--- config.mk ---
export PLATFORM = sky130hd
export DESIGN_NAME = dive_depth_monitor
export DESIGN_NICKNAME = d
export VERILOG_FILES = /design/src/sv/ddm_pkg.sv /design/src/sv/ddm_datapath.sv /design/src/sv/ddm_ctrl.sv /design/src/sv/dive_depth_monitor.sv
export SDC_FILE = /design/constraint.sdc
export NUM_CORES = 2
export LEC_CHECK = 0
export BUFFER_PORTS_ARGS = -buffer_cell sky130_fd_sc_hd__buf_2
export CAP_MARGIN = 15
export CORE_ASPECT_RATIO = 0.8
export CORE_MARGIN = 10
export CORE_UTILIZATION = 60
export DETAILED_ROUTE_END_ITERATION = 7
export PLACE_DENSITY = 0.77
export RECOVER_POWER = 50
export SETUP_SLACK_MARGIN = 0.1
export SLEW_MARGIN = 20
export SYNTH_ARGS = -nofsm -noshare
export SYNTH_HDL_FRONTEND = slang
export SYNTH_SLANG_ARGS = --single-unit
export TNS_END_PERCENT = 20
--- constraint.sdc ---
create_clock -name clk -period 12.3 [get_ports clk]
set_input_delay 1.23 -clock clk [delete_from_list [all_inputs] [get_ports clk]]
set_output_delay 1.23 -clock clk [all_outputs]
set_load 0.03 [all_outputs]
--- src/sv/ddm_pkg.sv ---
// Shared types, constants and codes for the dive depth monitor.
package ddm_pkg;

  // Window length; averages are taken over this many pressure samples (1 to 64).
  localparam int WINDOW_LENGTH = 8;

  // ADC to hPa scaling: ((code * SCALE_MUL / SCALE_DIV) * 100 + SCALE_OFS) / 1000.
  localparam int SCALE_MUL = 540764;
  localparam int SCALE_DIV = 11829;
  localparam int SCALE_OFS = 34779;
  localparam int HECTO     = 100;
  localparam int KILO      = 1000;

  // Reset values of the configuration registers.
  localparam int SURFACE_REF_RESET = 1100;
  localparam int DIVE_THRESH_RESET = 99;

  // Datapath widths.
  localparam int W_CODE  = 10;
  localparam int W_HPA   = 13;
  localparam int W_SEC   = 16;
  localparam int W_SUM   = 19;
  localparam int W_CNT   = 6;
  localparam int W_NUM   = 30;
  localparam int W_MB    = 20;
  localparam int W_PROD  = W_NUM + W_MB;
  localparam int W_QUO   = 19;

  // Reciprocal division: q0 = (x * floor(2^K / D)) >> K is at most one short
  // as long as x < 2^K, so one compare against the remainder fixes it.
  localparam int SCALE_SHIFT = 30;
  localparam int KILO_SHIFT  = 23;
  localparam int WIN_SHIFT   = 19;
  localparam logic [W_MB-1:0] SCALE_RECIP = W_MB'((2**SCALE_SHIFT) / SCALE_DIV);
  localparam logic [W_MB-1:0] KILO_RECIP  = W_MB'((2**KILO_SHIFT) / KILO);
  localparam logic [W_MB-1:0] WIN_RECIP   = W_MB'((2**WIN_SHIFT) / WINDOW_LENGTH);

  // Request opcodes.
  localparam logic OP_SAMPLE = 1'b0;
  localparam logic OP_TICK   = 1'b1;

  // Configuration register indexes.
  localparam int W_CFG_IDX = 2;
  localparam logic [W_CFG_IDX-1:0] REG_SURFACE_REF = 2'd0;
  localparam logic [W_CFG_IDX-1:0] REG_DIVE_THRESH = 2'd1;

  typedef struct packed {
    logic              opcode;
    logic [W_CODE-1:0] adc_code;
  } in_t;

  typedef struct packed {
    logic [W_HPA-1:0] pressure_hpa;
    logic [W_HPA-1:0] depth;
    logic             diving;
    logic [W_SEC-1:0] dive_seconds;
    logic [W_HPA-1:0] max_depth;
    logic [W_SEC-1:0] last_dive_seconds;
  } out_t;

  // Which constant division the shared multiplier is working on.
  typedef enum logic [1:0] {
    DIV_SCALE = 2'd0,
    DIV_KILO  = 2'd1,
    DIV_WIN   = 2'd2
  } div_sel_t;

  typedef struct packed {
    logic     load;
    logic     tick;
    logic     mul_recip;
    logic     mul_back;
    logic     fix;
    div_sel_t div;
    logic     publish;
  } cmd_t;

  typedef struct packed {
    logic window_last;
  } status_t;

endpackage

--- src/sv/ddm_datapath.sv ---
// Datapath: shared multiplier, scaling, window average and dive tracking registers.
module ddm_datapath (
  input  logic                               clk,
  input  logic                               rst,
  input  ddm_pkg::cmd_t                      cmd,
  output ddm_pkg::status_t                   status,
  input  ddm_pkg::in_t                       in_data,
  input  logic                               cfg_we,
  input  logic [ddm_pkg::W_CFG_IDX-1:0]      cfg_index,
  input  logic [ddm_pkg::W_HPA-1:0]          cfg_data,
  output ddm_pkg::out_t                      out_data
);

  logic [ddm_pkg::W_HPA-1:0]  thresh;
  logic [ddm_pkg::W_NUM-1:0]  num;
  logic [ddm_pkg::W_PROD-1:0] prod;
  logic [ddm_pkg::W_QUO-1:0]  quo;
  logic [ddm_pkg::W_SUM-1:0]  sum;
  logic [ddm_pkg::W_CNT-1:0]  count;
  logic [ddm_pkg::W_HPA-1:0]  surf_min;
  logic [ddm_pkg::W_HPA-1:0]  avg;
  logic                       dive_flag;
  logic [ddm_pkg::W_SEC-1:0]  dive_time;
  logic [ddm_pkg::W_HPA-1:0]  deepest;
  logic [ddm_pkg::W_SEC-1:0]  prev_time;

  logic [ddm_pkg::W_MB-1:0]   recip;
  logic [ddm_pkg::W_MB-1:0]   divisor;
  logic [ddm_pkg::W_QUO-1:0]  quo_est;
  logic [ddm_pkg::W_NUM-1:0]  rem;
  logic [ddm_pkg::W_QUO-1:0]  quo_fixed;
  logic [ddm_pkg::W_SUM-1:0]  sum_next;
  logic [ddm_pkg::W_CNT:0]    count_inc;
  logic [ddm_pkg::W_HPA-1:0]  avg_fixed;
  logic [ddm_pkg::W_HPA-1:0]  depth;
  logic                       entering;
  logic                       leaving;
  logic                       flag_next;
  logic [ddm_pkg::W_SEC-1:0]  time_next;
  logic [ddm_pkg::W_HPA-1:0]  deep_base;
  logic [ddm_pkg::W_HPA-1:0]  deep_next;
  logic [ddm_pkg::W_SEC-1:0]  prev_next;

  always_comb begin
    unique case (cmd.div)
      ddm_pkg::DIV_SCALE: begin
        recip   = ddm_pkg::SCALE_RECIP;
        divisor = ddm_pkg::W_MB'(ddm_pkg::SCALE_DIV);
        quo_est = prod[ddm_pkg::SCALE_SHIFT +: ddm_pkg::W_QUO];
      end
      ddm_pkg::DIV_KILO: begin
        recip   = ddm_pkg::KILO_RECIP;
        divisor = ddm_pkg::W_MB'(ddm_pkg::KILO);
        quo_est = prod[ddm_pkg::KILO_SHIFT +: ddm_pkg::W_QUO];
      end
      ddm_pkg::DIV_WIN: begin
        recip   = ddm_pkg::WIN_RECIP;
        divisor = ddm_pkg::W_MB'(ddm_pkg::WINDOW_LENGTH);
        quo_est = prod[ddm_pkg::WIN_SHIFT +: ddm_pkg::W_QUO];
      end
      default: begin
        recip   = '0;
        divisor = '0;
        quo_est = '0;
      end
    endcase
  end

  // After the back multiply, prod holds q0 * D, which never exceeds the dividend.
  assign rem       = num - prod[ddm_pkg::W_NUM-1:0];
  assign quo_fixed = quo + ddm_pkg::W_QUO'(rem >= ddm_pkg::W_NUM'(divisor));
  assign sum_next  = sum + ddm_pkg::W_SUM'(quo_fixed[ddm_pkg::W_HPA-1:0]);
  assign count_inc = {1'b0, count} + 1'b1;
  assign status.window_last = (count_inc >= (ddm_pkg::W_CNT+1)'(ddm_pkg::WINDOW_LENGTH));
  assign avg_fixed = quo_fixed[ddm_pkg::W_HPA-1:0];

  // The surface minimum has already been lowered to the average by this point.
  assign depth     = avg - surf_min;
  assign entering  = !dive_flag && (depth > thresh);
  assign leaving   = dive_flag && (depth <= thresh);
  assign flag_next = entering ? 1'b1 : (leaving ? 1'b0 : dive_flag);
  assign time_next = entering ? '0 : dive_time;
  assign deep_base = entering ? '0 : deepest;
  assign deep_next = (flag_next && (depth > deep_base)) ? depth : deep_base;
  assign prev_next = leaving ? dive_time : prev_time;

  always_ff @(posedge clk) begin
    if (cmd.load) begin
      num <= ddm_pkg::W_NUM'(in_data.adc_code) * ddm_pkg::W_NUM'(ddm_pkg::SCALE_MUL);
    end else if (cmd.fix && (cmd.div == ddm_pkg::DIV_SCALE)) begin
      num <= ddm_pkg::W_NUM'(quo_fixed) * ddm_pkg::W_NUM'(ddm_pkg::HECTO)
             + ddm_pkg::W_NUM'(ddm_pkg::SCALE_OFS);
    end else if (cmd.fix && (cmd.div == ddm_pkg::DIV_KILO)) begin
      num <= ddm_pkg::W_NUM'(sum_next);
    end
    if (cmd.mul_recip) begin
      prod <= {{ddm_pkg::W_MB{1'b0}}, num} * {{ddm_pkg::W_NUM{1'b0}}, recip};
    end else if (cmd.mul_back) begin
      prod <= ddm_pkg::W_PROD'(quo_est) * ddm_pkg::W_PROD'(divisor);
    end
    if (cmd.mul_back) begin
      quo <= quo_est;
    end
    if (cmd.fix && (cmd.div == ddm_pkg::DIV_WIN)) begin
      avg <= avg_fixed;
    end
    if (cmd.publish) begin
      out_data.pressure_hpa      <= avg;
      out_data.depth             <= depth;
      out_data.diving            <= flag_next;
      out_data.dive_seconds      <= time_next;
      out_data.max_depth         <= deep_next;
      out_data.last_dive_seconds <= prev_next;
    end
  end

  always_ff @(posedge clk) begin
    if (rst) begin
      thresh    <= ddm_pkg::W_HPA'(ddm_pkg::DIVE_THRESH_RESET);
      sum       <= '0;
      count     <= '0;
      surf_min  <= ddm_pkg::W_HPA'(ddm_pkg::SURFACE_REF_RESET);
      dive_flag <= 1'b0;
      dive_time <= '0;
      deepest   <= '0;
      prev_time <= '0;
    end else begin
      if (cfg_we) begin
        unique case (cfg_index)
          ddm_pkg::REG_SURFACE_REF: begin
            surf_min <= cfg_data;
          end
          ddm_pkg::REG_DIVE_THRESH: begin
            thresh <= cfg_data;
          end
          default: begin
          end
        endcase
      end
      if (cmd.fix && (cmd.div == ddm_pkg::DIV_KILO)) begin
        if (status.window_last) begin
          sum   <= '0;
          count <= '0;
        end else begin
          sum   <= sum_next;
          count <= count_inc[ddm_pkg::W_CNT-1:0];
        end
      end
      if (cmd.fix && (cmd.div == ddm_pkg::DIV_WIN) && (avg_fixed < surf_min)) begin
        surf_min <= avg_fixed;
      end
      if (cmd.tick && dive_flag && (dive_time != '1)) begin
        dive_time <= dive_time + 1'b1;
      end
      if (cmd.publish) begin
        dive_flag <= flag_next;
        dive_time <= time_next;
        deepest   <= deep_next;
        prev_time <= prev_next;
      end
    end
  end

endmodule

--- src/sv/ddm_ctrl.sv ---
// Controller: sequences the shared multiplier steps and owns the handshakes.
module ddm_ctrl (
  input  logic              clk,
  input  logic              rst,
  input  logic              in_valid,
  input  logic              in_opcode,
  output logic              in_stall,
  output logic              out_valid,
  input  logic              out_stall,
  input  ddm_pkg::status_t  status,
  output ddm_pkg::cmd_t     cmd
);

  typedef enum logic [10:0] {
    S_IDLE = 11'b000_0000_0001,
    S_R1   = 11'b000_0000_0010,
    S_Q1   = 11'b000_0000_0100,
    S_F1   = 11'b000_0000_1000,
    S_R2   = 11'b000_0001_0000,
    S_Q2   = 11'b000_0010_0000,
    S_F2   = 11'b000_0100_0000,
    S_R3   = 11'b000_1000_0000,
    S_Q3   = 11'b001_0000_0000,
    S_F3   = 11'b010_0000_0000,
    S_UPD  = 11'b100_0000_0000
  } state_t;

  state_t state;
  state_t state_next;
  logic   out_valid_next;

  assign in_stall = (state != S_IDLE);

  always_comb begin
    state_next = state;
    cmd        = '0;
    cmd.div    = ddm_pkg::DIV_SCALE;
    unique case (state)
      S_IDLE: begin
        if (in_valid) begin
          if (in_opcode == ddm_pkg::OP_TICK) begin
            cmd.tick = 1'b1;
          end else begin
            cmd.load   = 1'b1;
            state_next = S_R1;
          end
        end
      end
      S_R1: begin
        cmd.mul_recip = 1'b1;
        state_next    = S_Q1;
      end
      S_Q1: begin
        cmd.mul_back = 1'b1;
        state_next   = S_F1;
      end
      S_F1: begin
        cmd.fix    = 1'b1;
        state_next = S_R2;
      end
      S_R2: begin
        cmd.div       = ddm_pkg::DIV_KILO;
        cmd.mul_recip = 1'b1;
        state_next    = S_Q2;
      end
      S_Q2: begin
        cmd.div      = ddm_pkg::DIV_KILO;
        cmd.mul_back = 1'b1;
        state_next   = S_F2;
      end
      S_F2: begin
        cmd.div    = ddm_pkg::DIV_KILO;
        cmd.fix    = 1'b1;
        state_next = status.window_last ? S_R3 : S_IDLE;
      end
      S_R3: begin
        cmd.div       = ddm_pkg::DIV_WIN;
        cmd.mul_recip = 1'b1;
        state_next    = S_Q3;
      end
      S_Q3: begin
        cmd.div      = ddm_pkg::DIV_WIN;
        cmd.mul_back = 1'b1;
        state_next   = S_F3;
      end
      S_F3: begin
        cmd.div    = ddm_pkg::DIV_WIN;
        cmd.fix    = 1'b1;
        state_next = S_UPD;
      end
      S_UPD: begin
        // Hold here until the output register is free.
        if (!(out_valid && out_stall)) begin
          cmd.publish = 1'b1;
          state_next  = S_IDLE;
        end
      end
      default: begin
        state_next = S_IDLE;
      end
    endcase
  end

  always_comb begin
    if (cmd.publish) begin
      out_valid_next = 1'b1;
    end else if (out_valid && !out_stall) begin
      out_valid_next = 1'b0;
    end else begin
      out_valid_next = out_valid;
    end
  end

  always_ff @(posedge clk) begin
    if (rst) begin
      state     <= S_IDLE;
      out_valid <= 1'b0;
    end else begin
      state     <= state_next;
      out_valid <= out_valid_next;
    end
  end

endmodule

--- src/sv/dive_depth_monitor.sv ---
// Top level of the dive depth monitor: controller, datapath and checks.
//
//  channel | direction | handshake           | payload
//  --------+-----------+---------------------+------------------------------
//  in      | input     | in_valid / in_stall  | ddm_pkg::in_t (opcode, code)
//  out     | output    | out_valid / out_stall| ddm_pkg::out_t (window result)
//  cfg     | input     | cfg_valid / cfg_ready| cfg_index, cfg_data
//
// Ticks leave the block idle. A sample runs one shared multiplier through
// scale and thousandths reciprocal divisions, a window-closing sample also
// through the window average; each is a multiply, back multiply and fix, one
// step a cycle. Reset is synchronous and needs no clearing pass. The output
// register lets a new request in while a result waits; a window-closing
// sample holds in its last step while the previous result is still stalled.
module dive_depth_monitor (
  input  logic                          clk,
  input  logic                          rst,
  input  logic                          in_valid,
  output logic                          in_stall,
  input  ddm_pkg::in_t                  in_data,
  output logic                          out_valid,
  input  logic                          out_stall,
  output ddm_pkg::out_t                 out_data,
  input  logic                          cfg_valid,
  output logic                          cfg_ready,
  input  logic [ddm_pkg::W_CFG_IDX-1:0] cfg_index,
  input  logic [ddm_pkg::W_HPA-1:0]     cfg_data
);

  ddm_pkg::cmd_t    cmd;
  ddm_pkg::status_t status;

  assign cfg_ready = 1'b1;

  ddm_ctrl u_ctrl (
    .clk       (clk),
    .rst       (rst),
    .in_valid  (in_valid),
    .in_opcode (in_data.opcode),
    .in_stall  (in_stall),
    .out_valid (out_valid),
    .out_stall (out_stall),
    .status    (status),
    .cmd       (cmd)
  );

  ddm_datapath u_datapath (
    .clk       (clk),
    .rst       (rst),
    .cmd       (cmd),
    .status    (status),
    .in_data   (in_data),
    .cfg_we    (cfg_valid && cfg_ready),
    .cfg_index (cfg_index),
    .cfg_data  (cfg_data),
    .out_data  (out_data)
  );

  // Depth is measured from a minimum that never exceeds the average.
  a_depth_le_avg: assert property (@(posedge clk) disable iff (rst)
    out_valid |-> (out_data.depth <= out_data.pressure_hpa))
    else $error("depth exceeds average pressure");

  a_max_covers_depth: assert property (@(posedge clk) disable iff (rst)
    (out_valid && out_data.diving) |-> (out_data.max_depth >= out_data.depth))
    else $error("max depth below current depth during a dive");

  a_tick_one_cycle: assert property (@(posedge clk) disable iff (rst)
    (in_valid && !in_stall && (in_data.opcode == ddm_pkg::OP_TICK)) |=> !in_stall)
    else $error("tick request did not finish in one cycle");

  a_sample_busy: assert property (@(posedge clk) disable iff (rst)
    (in_valid && !in_stall && (in_data.opcode == ddm_pkg::OP_SAMPLE)) |=> in_stall)
    else $error("sample request did not start the scaling sequence");

endmodule

# Word level (Yosys, flattened, before mapping)
# Cells that the tools add are included.
# op_classes
eq_ne	19
n_addsub	7
n_mux	38
n_reduce_logical	30
mul	4
n_lt_le_gt_ge	6
# ops
operator	n
case mux 11 bit (11 select lines)	1
two-way mux 49 bit	2
two-way mux 30 bit	3
two-way mux 13 bit	5
two-way mux 16 bit	4
case mux 19 bit (3 select lines)	1
case mux 17 bit (3 select lines)	1
multiplier 30 x 17 -> 47 bit	1
case mux 14 bit (3 select lines)	1
multiplier 19 x 14 -> 33 bit	1
two-way mux 11 bit	3
>= comparator 30 x 14 -> 1 bit	1
subtractor 30 bit	1
multiplier 10 x 18 -> 28 bit (second input constant)	1
adder 26 x 16 -> 27 bit (second input constant)	1
> comparator 13 bit	2
multiplier 19 x 5 -> 24 bit (second input constant)	1
adder 19 x 1 -> 19 bit	1
adder 19 x 13 -> 19 bit	1
two-way mux 19 bit	1
adder 16 x 1 -> 16 bit (second input constant)	1
inequality test 16 bit (second input constant)	1
OR reduction 3 bit	5
less-or-equal comparator 13 bit	1
31 further kinds	63
# word_totals
out_inout_bits	75
wordCells	125
inputBits	31
register_bits	292

# Longest topological paths before layout
# logic_depth
ltp_word	11
mapped_depth	48
depth_no_buf	46

# By module
# From an unflattened synthesis, not the netlist that was laid out.
# hier_totals
hier_cells	4295
hier_area_um2	39121.3
# modules_own_cells
mod	n_inst	cells_each	area_each_um2	seq_area_each_um2
ddm_datapath	1	4209	38419.3	7357.1
ddm_ctrl	1	84	690.7	240.2
dive_depth_monitor	1	2	11.3	0.0

# Worst setup path before layout
# Ideal clock, no wire load.
# synth_timing
path_kind	register to register
from	register u_ctrl.state[8]
to	register u_datapath.num[25] (netlist name) (data pin)
setup_time_ps	264
synth_period_minus_slack_ps	9986
required_ps	12036
stages_incl_launch_ff	47
arrival_ps	9723
setup_slack_ps	2314
path_buffers	2
cell_sequence	dfxtp_1 -> nor3_1 -> nand3_1 -> or3_1 -> or3b_2 -> a21boi_0 -> ha_1 -> clkbuf_1 -> nor2_1 -> nor2_1 -> inv_1 -> buf_1 -> ha_1 -> nand2_1 -> nand3_1 -> a21o_1 -> a21o_1 -> a211oi_1 -> [11 not listed] -> ha_1 -> ha_1 -> inv_1 -> fa_1 -> inv_1 -> ha_1 -> a2111o_1 -> a31oi_1 -> o31ai_2 -> a21boi_1 -> o21bai_1 -> a221o_1 -> a21o_1 -> a21oi_1 -> xnor2_1 -> or4b_1 -> xor2_1 -> o32ai_1
# synth_between
elab_chain_len	11
elab_cells_between_ends	25
classes_between	add/sub (2); mul (1); order compare (1); eq/ne (10); mux (6); reduce/logical (5)
# synth_lines
item	line_no	source
from (decl)	ddm_ctrl.sv:28	state_t state;
from (signal assigned)	ddm_ctrl.sv:119	state <= state_next;
== test 11 x 8 -> 1 bit, or another cell as far along	ddm_ctrl.sv:38	unique case (state)
OR reduction 3 bit (no source line)	n/a	
case mux 2 bit (2 select lines) (*)	ddm_ctrl.sv:38	
== test 2 bit, or another cell as far along	ddm_datapath.sv:45	unique case (cmd.div)
case mux 14 bit (3 select lines) (*)	ddm_datapath.sv:45	
>= comparator 30 x 14 -> 1 bit (*)	ddm_datapath.sv:71	assign quo_fixed = quo + ddm_pkg::W_QUO'(rem >= ddm_pkg::W_NUM'(divisor));
adder 19 x 1 -> 19 bit (*)	ddm_datapath.sv:71	
via u_datapath.quo_fixed (one bit)	ddm_datapath.sv:31	logic [ddm_pkg::W_QUO-1:0] quo_fixed;
multiplier 19 x 5 -> 24 bit (*)	ddm_datapath.sv:91	num <= ddm_pkg::W_NUM'(quo_fixed) * ddm_pkg::W_NUM'(ddm_pkg::HECTO)
adder 26 x 16 -> 27 bit (*)	ddm_datapath.sv:92	+ ddm_pkg::W_NUM'(ddm_pkg::SCALE_OFS);
two-way mux 30 bit (*)	ddm_datapath.sv:90	end else if (cmd.fix && (cmd.div == ddm_pkg::DIV_SCALE)) begin
two-way mux 30 bit (*)	ddm_datapath.sv:88	if (cmd.load) begin
to (signal assigned)	ddm_datapath.sv:89	num <= ddm_pkg::W_NUM'(in_data.adc_code) * ddm_pkg::W_NUM'(ddm_pkg::SCALE_MUL);
to (signal assigned)	ddm_datapath.sv:91	
to (signal assigned)	ddm_datapath.sv:94	num <= ddm_pkg::W_NUM'(sum_next);
to (decl)	ddm_datapath.sv:15	logic [ddm_pkg::W_NUM-1:0] num;
# Mark *: on every way through the listed nets, which the timed path passes. The rest lies on a longest branch.
# A chain may end at the register's enable or synchronous reset.

# Worst setup path in the final report
# Same ends and word-level chain as after synthesis.

==> results.md <==
* Syn_nets at between 5000 and 6000
* Warnings from Yosys at 0
* Die span in x at ~300 um
* FF-to-FF path depth at 47
* TritonCTS clock tree: yes
* Final setup viols at 0
* Final GP Congestion at 1.02
* Final Skew at 0.0284 ns
* Failing checks: design-rule violations, max-capacitance violations, max-slew violations
* Synth-to-layout area growth at 6.30%
* Switching power total at ~3.3 mW
* Max-cap violations at 4
* Peak VDD IR at approximately 0.26 mV
* Bufs and invs on worst path at 6
* Vias at 29500
* Vias in the first global route at about 29000
* Fin. Hold Viols at 0
* First-pass GRT wire length at between 150000 and 200000 um
* Seq/Total Area, Yosys at about a fifth
* Leak at 20.2 nW
* RR Startpoint: u_ctrl.state[8]
* Share of post-route cells with drive strength above 1 at just under 4%
* Worst Setup SP: u_ctrl.state[8]
* Post-Syn Area at roughly 0.038 sq mm
* Clk_lat worst skew at 0.61 ns
* Clock slew at reported path FFs at roughly 0.070 ns
* Avg Inst Size Synth at between 9 and 10 sq um
* Setup_tns at 0 ns
* Initial antenna violation count at 9
* Via/cell ratio at 5.76
* Slew Limit Fails at between 200 and 250
* Met2 wire length at 42400 um
* I/O pin cnt at 106
* Initial Utilization at about three fifths
* Post-CTS Resized at 0
* CTS buffer count at 31
* Maximum level of the CTS H-tree at 1
* DP HPWL at about 85000 um
* Outcome: complete, but fails checks
* Clk buf depth at 3
* Worst R2R Setup Slack at roughly 1 ns
* GRT Total Usage at between 20% and 30%
* Combinational power share at about 70%
* Startpoint Class: register
* Fmax at 0.0883 GHz
* Critical path endpoint category: register
* Period utilization at slightly above 90%
* Worst slew pin tran at roughly 3.9 ns
* Cts hold-fix bufs at 0
* Post-CTS Setup Inserts at 0
* Area of the core at about 0.063 sq mm
* End of the worst register-to-register path: u_datapath.num[25]
* Library cells used by synthesis at just under 100
* Hold WS at between 0.4 and 0.5 ns
* Worst Setup Path Type: reg2reg
* Worst min path class: reg2reg
* Hold depth at 2
* Part of the power in registers at approximately 16%
* Top_reg_cell synth: edfxtp_1
* Root Buffer Master: clkbuf_16
* Final WL at 102000 um
* GR Overflow Total at 0
* Pwr per Cell Area at ~170 mW/mm^2
* Die H at approximately 250 um
* EDFF count, synth at 179
* Drt first pass iters at 8
* DRC at 17
* Die area at between 0.07 and 0.08 sq mm
* First DRT Iteration DRCs at approximately 3200
* Nets at 5298
* Fin util at 64.5%
* Clock Sinks at 290
* Rows at 82
* Relative slew slack at -159%
* Largest stage delay, worst path at between 0.5 and 0.6 ns
* Slowest cell on the critical path: or3b_2
* Worst EP required at 12.63 ns
* # port buffers at roughly 100
* Critical Path AT at ~12 ns
* Tmin final at 11.32 ns
* Worst path most repeated cell: ha_1
* Post-synthesis cell count at around 4200
* Worst Hold Endpoint: u_datapath.deepest[0]
* CP top delay family: compound AO/OA/AOI/OAI gates
* Min-delay src: u_datapath.deepest[0]
* DR WL/cell at about 20 um
* Final Power at 6.86 mW
* RSZ-0062 raised after global routing: false
* Routed met3 length at between 10000 and 15000 um
* Switching share of power at about half
* Top sig layer: met4
* Largest net degree at the start of global routing at 80
* M1 WL at 46600 um
* Internal Power at 3.55 mW
* Clk pwr share at between 10% and 20%
* Crit Path Max Fanout at 29
* Async SR Flop Fraction at 0%
* Post-synthesis register bit count at just under 300
* DRT antenna net count at 0
[kinds of logic (layout without fill, tap and decap cells)]
group | after synthesis | after routing | share of synthesized area [%]
buf+inv | 1032 | 1138 | 10.2
fa+ha+maj | 1007 | 1007 | 41.1
simple gates | 962 | 962 | 12.4
compound gates | 671 | 671 | 11.2
flops | 290 | 290 | 19.9
xor+xnor | 193 | 193 | 4.48
mux | 23 | 23 | 0.653
other cells | 1 | 8 | 0.00984
[synth_stat cells, types with 11 or more instances]
| master | count | area, sq um |
|---|---|---|
| a22oi_1 | 19 | 143 |
| nand2_1 | 265 | 995 |
| and3_1 | 28 | 175 |
| a31oi_1 | 19 | 119 |
| xor2_1 | 86 | 753 |
| ha_1 | 600 | 7510 |
| a222oi_1 | 17 | 170 |
| inv_1 | 930 | 3490 |
| a21oi_1 | 213 | 1070 |
| fa_1 | 407 | 8150 |
| o21ai_0 | 149 | 746 |
| xnor2_1 | 106 | 928 |
| mux2_2 | 15 | 169 |
| o21a_1 | 28 | 210 |
| nor3_1 | 70 | 350 |
| nand2b_1 | 37 | 231 |
| nor2b_1 | 32 | 200 |
| o211ai_1 | 13 | 97.6 |
| nand4_1 | 30 | 188 |
| nor2_1 | 239 | 897 |
| a21o_1 | 66 | 495 |
| nand3_1 | 66 | 330 |
| edfxtp_1 | 179 | 5380 |
| a2111oi_0 | 11 | 96.3 |
| a211oi_1 | 22 | 165 |
| dfxtp_1 | 111 | 2220 |
| and2_1 | 103 | 644 |
| or3_1 | 30 | 188 |
| clkbuf_1 | 87 | 327 |
| o21bai_1 | 18 | 135 |
[per-layer routing]
metal / GRT usage (%) / up-vias
li1: - / 13900
met1: 41.9 / 14200
met2: 39.4 / 1362
met3: 5.69 / 151
met4: 5.59 / 0
met5: 0 / -
[state kept, by name (all words and copies together) (netlist names)]
| signal | cells |
|---|---|
| u_datapath.prod | 47 |
| u_datapath.prev_time | 16 |
| u_datapath.sum | 19 |
| u_datapath.quo | 19 |
| u_datapath.count | 6 |
| u_datapath.num | 30 |
| u_datapath.out_data | 72 |
| u_datapath.dive_flag | 1 |
| u_datapath.deepest | 13 |
| u_ctrl.state | 11 |
| u_datapath.surf_min | 13 |
| u_datapath.avg | 13 |
| u_datapath.dive_time | 16 |
| u_ctrl.out_valid | 1 |
| u_datapath.thresh | 13 |
[how the worst max path moves through the flow]
stage,cells after the start,slack (ns),endpoint
2_1_floorplan,46,2.31,u_datapath.num[25]
3_3_place_gp,47,1.47,u_datapath.num[25]
3_5_place_dp,47,1.21,u_datapath.num[25]
4_1_cts,47,1.16,u_datapath.num[25]
5_1_grt,48,0.35,u_datapath.num[25]
6_report,47,0.98,u_datapath.num[25]
[tightest hold or removal path, cell delays in order, from the launching register on]
cell and delay [ns]:
dfxtp_1 0.32, nand2_1 0.04, o21ai_0 0.05
[area by class of cell]
type / instances / area [sq um]
Multi-Input combinational cell: 2857 / 26600
Antenna cell: 7 / 17.5
Clock inverter: 17 / 149
Fill cell: 5311 / 22300
Sequential cell: 290 / 7600
Clock buffer: 41 / 865
Inverter: 931 / 3500
Tap cell: 840 / 1050
Timing Repair Buffer: 149 / 718
[through the flow]
| stage | instance area [sq um] | setup slack [ns] | std cells |
|---|---|---|---|
| after global placement | 39600 | 1.47 | 5065 |
| after floorplan | 38100 | 2.31 | 4179 |
| final | 40500 | 0.980 | 5132 |
| after global routing | 40500 | 0.352 | 5130 |
| after CTS | 40600 | 1.16 | 5123 |
| after detailed placement | 39600 | 1.21 | 5065 |
[power groups by stage]
| stage | Sequential (mW) | Combinational, mW | Clock [mW] |
|---|---|---|---|
| 4_1_cts | 1.10 | 4.76 | 0.960 |
| 3_3_place_gp | 1.12 | 4.65 | 0 |
| 3_5_place_dp | 1.12 | 4.73 | 0 |
| 5_1_grt | 1.11 | 5.38 | 0.993 |
| 6_report | 1.11 | 4.80 | 0.948 |
| 2_1_floorplan | 1.12 | 3.60 | 0 |
[cell usage in the layout (no fill, tap or decap), types with 66 or more instances in the layout]
cell	n
xnor2_1	106
xor2_1	86
a21oi_1	213
nand2_1	266
o21ai_0	149
nand3_1	66
nor2_1	238
a21o_1	66
and2_1	102
fa_1	407
ha_1	599
clkbuf_1	92
nor3_1	70
edfxtp_1	179
dfxtp_1	111
inv_1	929
Note: power is estimated with default switching activity, not from simulation.
